===== src/sv/brf_pkg.sv =====
// Shared types and constants for the bitmap rectangle fill block.
package brf_pkg;

  localparam int MAX_ROW_BYTES = 32;
  localparam int MAX_ROWS      = 256;
  localparam int STORE_BYTES   = MAX_ROW_BYTES * MAX_ROWS;
  localparam int ADDR_W        = $clog2(STORE_BYTES);
  localparam int COL_W         = $clog2(MAX_ROW_BYTES);

  // register index on the configuration port
  localparam logic CFG_ROW_BYTES = 1'b0;
  localparam logic CFG_ROW_COUNT = 1'b1;

  typedef enum logic [1:0] {
    KIND_WRITE = 2'd0,
    KIND_READ  = 2'd1,
    KIND_FILL  = 2'd2
  } kind_e;

  typedef struct packed {
    kind_e       kind;
    logic [12:0] byte_address;
    logic [7:0]  byte_data;
    logic [7:0]  left_x;
    logic [7:0]  top_y;
    logic [8:0]  rect_width;
    logic [8:0]  rect_height;
    logic        fill_bit;
  } item_t;

  typedef struct packed {
    logic [7:0] read_byte;
    logic       status;
  } result_t;

  typedef enum logic [2:0] {
    ST_CLEAR,
    ST_IDLE,
    ST_EXEC,
    ST_FILL_RD,
    ST_FILL_WR,
    ST_FINISH
  } state_e;

  // controller -> datapath
  typedef struct packed {
    logic load;
    logic clr;
    logic exec;
    logic fill_rd;
    logic fill_wr;
    logic finish;
  } cmd_t;

  // datapath -> controller
  typedef struct packed {
    logic clr_last;
    logic is_fill;
    logic fill_go;
    logic fill_last;
  } sts_t;

endpackage


===== src/sv/brf_ctrl.sv =====
// Sequencer for byte access, rectangle fill and the clearing sweep.
module brf_ctrl import brf_pkg::*; (
  input  logic clk_i,
  input  logic rst_ni,
  input  logic start,
  input  sts_t sts_i,
  output logic busy,
  output logic done_o,
  output cmd_t cmd_o
);

  state_e state_q, state_d;
  logic   done_q, done_d;

  always_ff @(posedge clk_i or negedge rst_ni) begin
    if (!rst_ni) begin
      state_q <= ST_CLEAR;
      done_q  <= 1'b0;
    end else begin
      state_q <= state_d;
      done_q  <= done_d;
    end
  end

  always_comb begin
    state_d = state_q;
    unique case (state_q)
      ST_CLEAR: begin
        if (sts_i.clr_last) state_d = ST_IDLE;
      end
      ST_IDLE: begin
        if (start) state_d = ST_EXEC;
      end
      ST_EXEC: begin
        if (sts_i.is_fill && sts_i.fill_go) state_d = ST_FILL_RD;
        else state_d = ST_FINISH;
      end
      ST_FILL_RD: begin
        state_d = ST_FILL_WR;
      end
      ST_FILL_WR: begin
        if (sts_i.fill_last) state_d = ST_FINISH;
        else state_d = ST_FILL_RD;
      end
      ST_FINISH: begin
        state_d = ST_IDLE;
      end
      default: begin
        state_d = ST_CLEAR;
      end
    endcase
  end

  always_comb begin
    cmd_o         = '0;
    cmd_o.load    = (state_q == ST_IDLE) && start;
    cmd_o.clr     = (state_q == ST_CLEAR);
    cmd_o.exec    = (state_q == ST_EXEC);
    cmd_o.fill_rd = (state_q == ST_FILL_RD);
    cmd_o.fill_wr = (state_q == ST_FILL_WR);
    cmd_o.finish  = (state_q == ST_FINISH);
    busy          = (state_q != ST_IDLE);
    done_d        = (state_q == ST_FINISH);
  end

  assign done_o = done_q;

endmodule


===== config.mk =====
export PLATFORM = sky130hd
export DESIGN_NAME = brf_ctrl
export DESIGN_NICKNAME = d
export VERILOG_FILES = /design/src/sv/brf_pkg.sv /design/src/sv/brf_ctrl.sv
export SDC_FILE = /design/constraint.sdc
export NUM_CORES = 1
export LEC_CHECK = 0
export ABC_AREA = 0
export ABC_CLOCK_PERIOD_IN_PS = 1000
export BUFFER_PORTS_ARGS = -buffer_cell sky130_fd_sc_hd__buf_2
export CORE_AREA = 2 2 39 41
export DETAILED_ROUTE_END_ITERATION = 16
export DIE_AREA = 0 0 41 43
export HOLD_SLACK_MARGIN = 0.1
export PLACE_DENSITY = 0.53
export SLEW_MARGIN = 40
export SYNTH_ARGS = -nofsm -noshare
export SYNTH_HDL_FRONTEND = slang
export SYNTH_SLANG_ARGS = --single-unit

===== constraint.sdc =====
create_clock -name clk_i -period 1 [get_ports clk_i]
set_input_delay 0.05 -clock clk_i [delete_from_list [all_inputs] [get_ports clk_i]]
set_output_delay 0.05 -clock clk_i [all_outputs]
set_load 0.01 [all_outputs]

==> results of run 1 <==
-- cell families (layout without fill, tap and decap cells) --
logic type | count (synthesis) | after routing | share of synthesized area [%]
AND/OR/NAND/NOR | 10 | 10 | 31.52
flip-flops | 4 | 4 | 39.41
AO/OA/AOI/OAI | 5 | 5 | 15.76
buffers and inverters | 5 | 29 | 13.30
-- layer usage --
layer	GRT usage (%)	wire length, um
met5	0	0
met2	14.69	376
met3	1.571	63
met4	10.00	12
met1	12.42	312
-- cell usage after synthesis, types with 2 or more instances --
cell / count
sky130_fd_sc_hd__nand3b_1: 2
sky130_fd_sc_hd__dfrtp_1: 4
sky130_fd_sc_hd__buf_4: 2
sky130_fd_sc_hd__nor3b_1: 2
-- repair_timing --
| item | in CTS | in global routing |
|---|---|---|
| gates resized for setup | 16 | 2 |
| hold buffers | 3 | 0 |
| hold endpoints to repair | 6 | 0 |
| setup buffers | 4 | 0 |
| setup endpoints to repair | 9 | 10 |
| pin swaps | 5 | 2 |
-- layout make-up --
type                       count  area, um2
clock buffer                   3      22.52
fill                         135      885.9
timing repair buffer          24      178.9
inverter                       2      10.01
tap                           16      20.02
sequential                     4      103.9
multi-input combinational     15      162.7
-- stage by stage --
| step | setup TNS, ps | setup slack, ps | total power, mW |
|---|---|---|---|
| floorplan | -1.901 | -1.901 | 0.7563 |
| global placement | -94.46 | -68.15 | 0.9382 |
| detailed placement | -150.6 | -78.56 | 0.9414 |
| CTS | -1389 | -169.1 | 1.547 |
| global route | -1691 | -219.5 | 1.648 |
| finish | -1358 | -168.6 | 1.550 |
-- report_power, final --
part | switching (mW) | total, mW | internal (mW)
clock | 0.0671 | 0.202 | 0.134
combinational | 0.419 | 0.990 | 0.572
sequential | 0.117 | 0.358 | 0.241
total | 0.602 | 1.55 | 0.948
-- state kept, by name, summed over array words and instances (netlist names) --
register  flops
state_q       3
done_o        1
-- path summary, 6_finish.rpt --
kind,endpoint,slack (ps),cells past startpoint
worst max-delay path,cmd_o[2],-170,3
worst min-delay path,done_o$_DFF_PN0_,150,2
worst max register to register,state_q[2]$_DFFE_PN0P_,-170,3
worst min register to register,done_o$_DFF_PN0_,590,2
max in group asynchronous,state_q[2]$_DFFE_PN0P_,710,2
min in group clk_i,state_q[0]$_DFFE_PN0P_,150,3
==> impl_metrics.env, run 1 <==
export IMPL_status="complete, but fails checks"
export IMPL_failed_checks="setup timing"
export IMPL_post_route_cell_area_um2=498.0
export IMPL_max_freq_ghz=0.8557
export IMPL_dieHeight_um=43
export IMPL_grt_antenna_before_repair=0
export IMPL_dr_first_iter_drc_count=4
export IMPL_p_leak_nw=0.2362
export IMPL_mappedNetlistArea_um2=254.0
export IMPL_finalSetupViolCount=9
export IMPL_max_slew_margin_vs_limit_pct=86.83
export IMPL_wl_per_cell_um=11.95
export IMPL_ctsLongestPathBuffers=2
export IMPL_synth_top_cells_by_area="sky130_fd_sc_hd__dfrtp_1 39%, sky130_fd_sc_hd__buf_4 5.9%, sky130_fd_sc_hd__nand3b_1 5.9%"
export IMPL_antennaDiodeCount=0
export IMPL_crit_required_ps=950
export IMPL_max_slew_worst_pin_slew_ps=194.9
export IMPL_ys_seq_elements=4
export IMPL_grt_setup_unrepaired="yes"
export IMPL_fin_crit_sh_pct=116.9
export IMPL_pin_count=15
export IMPL_yosysUniqueCellTypes=18
export IMPL_floorplan_core_area_um2=1384
export IMPL_postRouteWirelength_um=765
export IMPL_via_count_of_the_first_global_routing_pass=268
export IMPL_drc=0
export IMPL_maxSlewViolCount=0
export IMPL_starting_density_pct=18.35
export IMPL_syn_instance_count=24
export IMPL_final_instance_count_without_filler_cells=64
export IMPL_postSynth_asyncResetShare_pct=100.0
export IMPL_synth_warnings=0
export IMPL_dpl_cell_count=54
export IMPL_detail_route_antenna_nets=0
export IMPL_placed_area_um2=345.3
export IMPL_arrival_ps=1120
export IMPL_slowest_stage="sky130_fd_sc_hd__dfrtp_2"
export IMPL_worst_hold_slack_ps=146.4
export IMPL_synthesis_nets=31
export IMPL_floorplan_rows=14
export IMPL_synth_top_cell_by_area="sky130_fd_sc_hd__dfrtp_1"
export IMPL_final_common_cell="sky130_fd_sc_hd__buf_2"
export IMPL_clockRootBuffer="sky130_fd_sc_hd__clkbuf_4"
export IMPL_worst_path_cell_chain="buf_6 -> and3_4 -> buf_6"
export IMPL_category_of_the_worst_setup_path_capture_point="output pin"
export IMPL_finalCoreUtilization_pct=35.99
export IMPL_final_hold_viol_count=0
export IMPL_irDropWorstVdd_mv=1.086
export IMPL_gr_usage_all_layers_pct=10.39
export IMPL_synth_edf_count=0
export IMPL_cp_common_cell="sky130_fd_sc_hd__buf_6"
export IMPL_final_net_count=57
export IMPL_grt_overflow_total=0
export IMPL_cp_num_buf_inv=2
export IMPL_worst_slack_ps=-168.6
export IMPL_clock_tree_htree_level_count=1
export IMPL_yosys_most_used_dff="sky130_fd_sc_hd__dfrtp_1"
export IMPL_tritoncts="built"
export IMPL_drive_gt1_share_pct=77.08
export IMPL_place_congestion=0.6923
export IMPL_drt_pass1_iterations=2
export IMPL_timing_final_crit_period_ps=1169
export IMPL_numCtsBuffers=3
export IMPL_startpoint="state_q[0]$_DFFE_PN0P_"
export IMPL_finClkSkew_ps=0.4923
export IMPL_crit_path_class="flip-flop to output pin"
export IMPL_min_delay_path_class="input pin to asynchronous set/reset pin"
export IMPL_syn_to_final_growth_pct=96.06
export IMPL_post_drt_via_cell_ratio=4.547
export IMPL_clk_latency_ps=230
export IMPL_per_instance_average_area_after_synthesis_um2=10.58
export IMPL_grt_max_degree=8
export IMPL_cp_max_fo=6
export IMPL_power_per_cell_area_nw_per_um2=3113
export IMPL_tritoncts_num_sinks=4
export IMPL_synthDominantCellAreaShare_pct=39.41
export IMPL_worst_setup_path_start_kind="flip-flop"
export IMPL_detailroute_via_count=291
export IMPL_max_cap_viol_count=0
export IMPL_placement_io_buffers=14
export IMPL_mostFrequentLayoutCells="13 x sky130_fd_sc_hd__buf_2, 4 x sky130_fd_sc_hd__buf_4"
export IMPL_dieArea_um2=1763
export IMPL_worst_setup_hold_path_clk_slew_ps=40
export IMPL_die_width_um=41
export IMPL_critical_path_top_delay_family="flip-flops"
export IMPL_grt_first_pass_wirelength_um=1145
export IMPL_register_area_share_after_synthesis_pct=39.41
export IMPL_timing_critical_path_slowest_cell_delay_ps=470
export IMPL_reg2reg_from="state_q[0]$_DFFE_PN0P_"
Power figures use the tool's default switching activity.
==> run 2, diff against run 1 <==
==> constraint.sdc (replaced) <==
create_clock -name clk_i -period 1 [get_ports clk_i]
set_input_delay 0.05 -clock clk_i [delete_from_list [all_inputs] [get_ports clk_i]]
set_output_delay 0.05 -clock clk_i [all_outputs]
set_load 0.05 [all_outputs]
==> run 2 against run 1 <==
  * The flow still finishes with violations (setup timing)
  * Via count up 5.2%
  * Cell area up 17%
  * Register-to-register slack about the same
  * Global-route usage up 1.8 points
  * Worst hold slack worse by 13 ps
  * Routed wire length up 7.7%
  * Count of clock-buffer cells in the layout up 1
  * Clock power up 9.9%
  * Clock skew up 7.2 ps
  * Setup slack worse by 81 ps
  * Maximum frequency down 6.5%
  * Sequential power down 4%
  * Critical endpoint is now cmd_o[5]
  * Largest cell class unchanged
  * Largest power group unchanged
==> impl_metrics.env, run 2 (synthesis results as in run 1) <==
export IMPL_worst_slack_ps=-249.7
export IMPL_finalSetupViolCount=10
export IMPL_finClkSkew_ps=7.648
export IMPL_max_slew_margin_vs_limit_pct=83.45
export IMPL_grt_overflow_total=0
export IMPL_detailroute_via_count=306
export IMPL_antennaDiodeCount=0
export IMPL_cp_max_fo=7
export IMPL_die_width_um=41
export IMPL_placement_io_buffers=14
export IMPL_floorplan_rows=14
export IMPL_starting_density_pct=18.35
export IMPL_floorplan_core_area_um2=1384
export IMPL_max_cap_viol_count=0
export IMPL_drc=0
export IMPL_maxSlewViolCount=0
export IMPL_p_leak_nw=0.2681
export IMPL_dr_first_iter_drc_count=0
export IMPL_drive_gt1_share_pct=76.36
export IMPL_detail_route_antenna_nets=0
export IMPL_pin_count=15
export IMPL_placed_area_um2=385.4
export IMPL_crit_required_ps=950
export IMPL_worst_setup_path_start_kind="flip-flop"
export IMPL_final_net_count=63
export IMPL_via_count_of_the_first_global_routing_pass=346
export IMPL_gr_usage_all_layers_pct=12.21
export IMPL_dieHeight_um=43
export IMPL_wl_per_cell_um=11.61
export IMPL_grt_antenna_before_repair=0
export IMPL_clockRootBuffer="sky130_fd_sc_hd__clkbuf_4"
export IMPL_max_freq_ghz=0.8002
export IMPL_dieArea_um2=1763
export IMPL_syn_to_final_growth_pct=128.6
export IMPL_dp_final_hpwl_um=473.4
export IMPL_crit_path_class="flip-flop to output pin"
export IMPL_grt_setup_unrepaired="yes"
export IMPL_postRouteWirelength_um=824
export IMPL_min_delay_path_class="input pin to flip-flop"
export IMPL_grt_first_pass_wirelength_um=1400
export IMPL_failed_checks="setup timing"
export IMPL_irDropWorstVdd_mv=1.463
export IMPL_arrival_ps=1200
export IMPL_post_drt_via_cell_ratio=4.310
export IMPL_numCtsBuffers=3
export IMPL_clk_latency_ps=240
export IMPL_power_per_cell_area_nw_per_um2=3836
export IMPL_final_hold_viol_count=0
export IMPL_status="complete, but fails checks"
export IMPL_worst_hold_slack_ps=133.2
export IMPL_drt_pass1_iterations=1
export IMPL_mostFrequentLayoutCells="9 x sky130_fd_sc_hd__buf_6, 9 x sky130_fd_sc_hd__buf_4, 7 x sky130_fd_sc_hd__buf_2"
export IMPL_timing_final_crit_period_ps=1250
export IMPL_dpl_cell_count=56
export IMPL_tritoncts="built"
export IMPL_place_congestion=0.6777
export IMPL_fin_crit_sh_pct=125.0
export IMPL_grt_max_degree=8
export IMPL_largest_register="state_q"
export IMPL_category_of_the_worst_setup_path_capture_point="output pin"
export IMPL_max_slew_worst_pin_slew_ps=250.0
export IMPL_final_instance_count_without_filler_cells=71
export IMPL_ctsLongestPathBuffers=2
export IMPL_clock_tree_htree_level_count=1
export IMPL_post_route_cell_area_um2=580.6
export IMPL_worst_setup_hold_path_clk_slew_ps=40
export IMPL_final_fill_count=144
export IMPL_tritoncts_num_sinks=4
export IMPL_largest_reg_flops=3
==> run 2: cell count changes in the layout (fill, tap and decap cells not counted), moves of 2 or more <==
cell,change
sky130_fd_sc_hd__buf_6,+6
sky130_fd_sc_hd__buf_8,+2
sky130_fd_sc_hd__buf_4,+5
sky130_fd_sc_hd__buf_2,-6
==> run 2: worst paths after layout <==
kind | from | endpoint | slack, ps | cells past startpoint
max | state_q[1]$_DFFE_PN0P_ | cmd_o[5] | -250 | 2
min | start | state_q[0]$_DFFE_PN0P_ | 130 | 3
max in group asynchronous | rst_ni | state_q[0]$_DFFE_PN0P_ | 720 | 2
min in group asynchronous | rst_ni | state_q[2]$_DFFE_PN0P_ | 150 | 2
max reg2reg | state_q[1]$_DFFE_PN0P_ | state_q[1]$_DFFE_PN0P_ | -180 | 5
min reg2reg | state_q[0]$_DFFE_PN0P_ | state_q[1]$_DFFE_PN0P_ | 620 | 2
==> run 2: repair_timing <==
item	in CTS	in global routing
hold buffers	3	0
setup buffers	7	1
endpoints found under the hold margin	6	0
endpoints found under the setup margin	11	10
gates resized for setup	25	1
pin swaps	7	2
==> run 2: layout make-up <==
class,count,area (um2),share of cell area [%]
Sequential cell,4,103.9,17.89
Tap cell,16,20.02,3.448
Multi-Input combinational cell,15,156.4,26.94
Inverter,2,10.01,1.724
Timing Repair Buffer,30,264.0,45.47
Clock buffer,4,26.28,4.526
==> run 2: per-stage QoR <==
stage	worst slack [ps]	power, mW	TNS [ps]	util, %
after detailed placement	-159.8	1.478	-961.6	27.85
final	-249.7	2.227	-1755	41.95
after global placement	-151.5	1.475	-896.0	27.85
after floorplan	-238.4	1.260	-932.8	-
after global routing	-298.9	2.360	-2364	41.95
after CTS	-240.8	2.195	-1762	41.14
==> run 2: worst max-delay path, cell delays in order, from the launching register on <==
cell and delay, ps:
sky130_fd_sc_hd__dfrtp_2 460, sky130_fd_sc_hd__and4bb_2 350, sky130_fd_sc_hd__buf_8 150
==> run 2: per-layer routing <==
layer / global-route usage (%) / wire length, um
met5: 0 / 0
met4: 10.00 / 17
met3: 1.571 / 47
met2: 18.75 / 441
met1: 14.05 / 318
==> run 2: power by group <==
part | internal (mW) | total (mW) | switching, mW
clock | 0.150 | 0.222 | 0.0723
combinational | 0.793 | 1.66 | 0.869
sequential | 0.242 | 0.342 | 0.101
total | 1.18 | 2.23 | 1.04
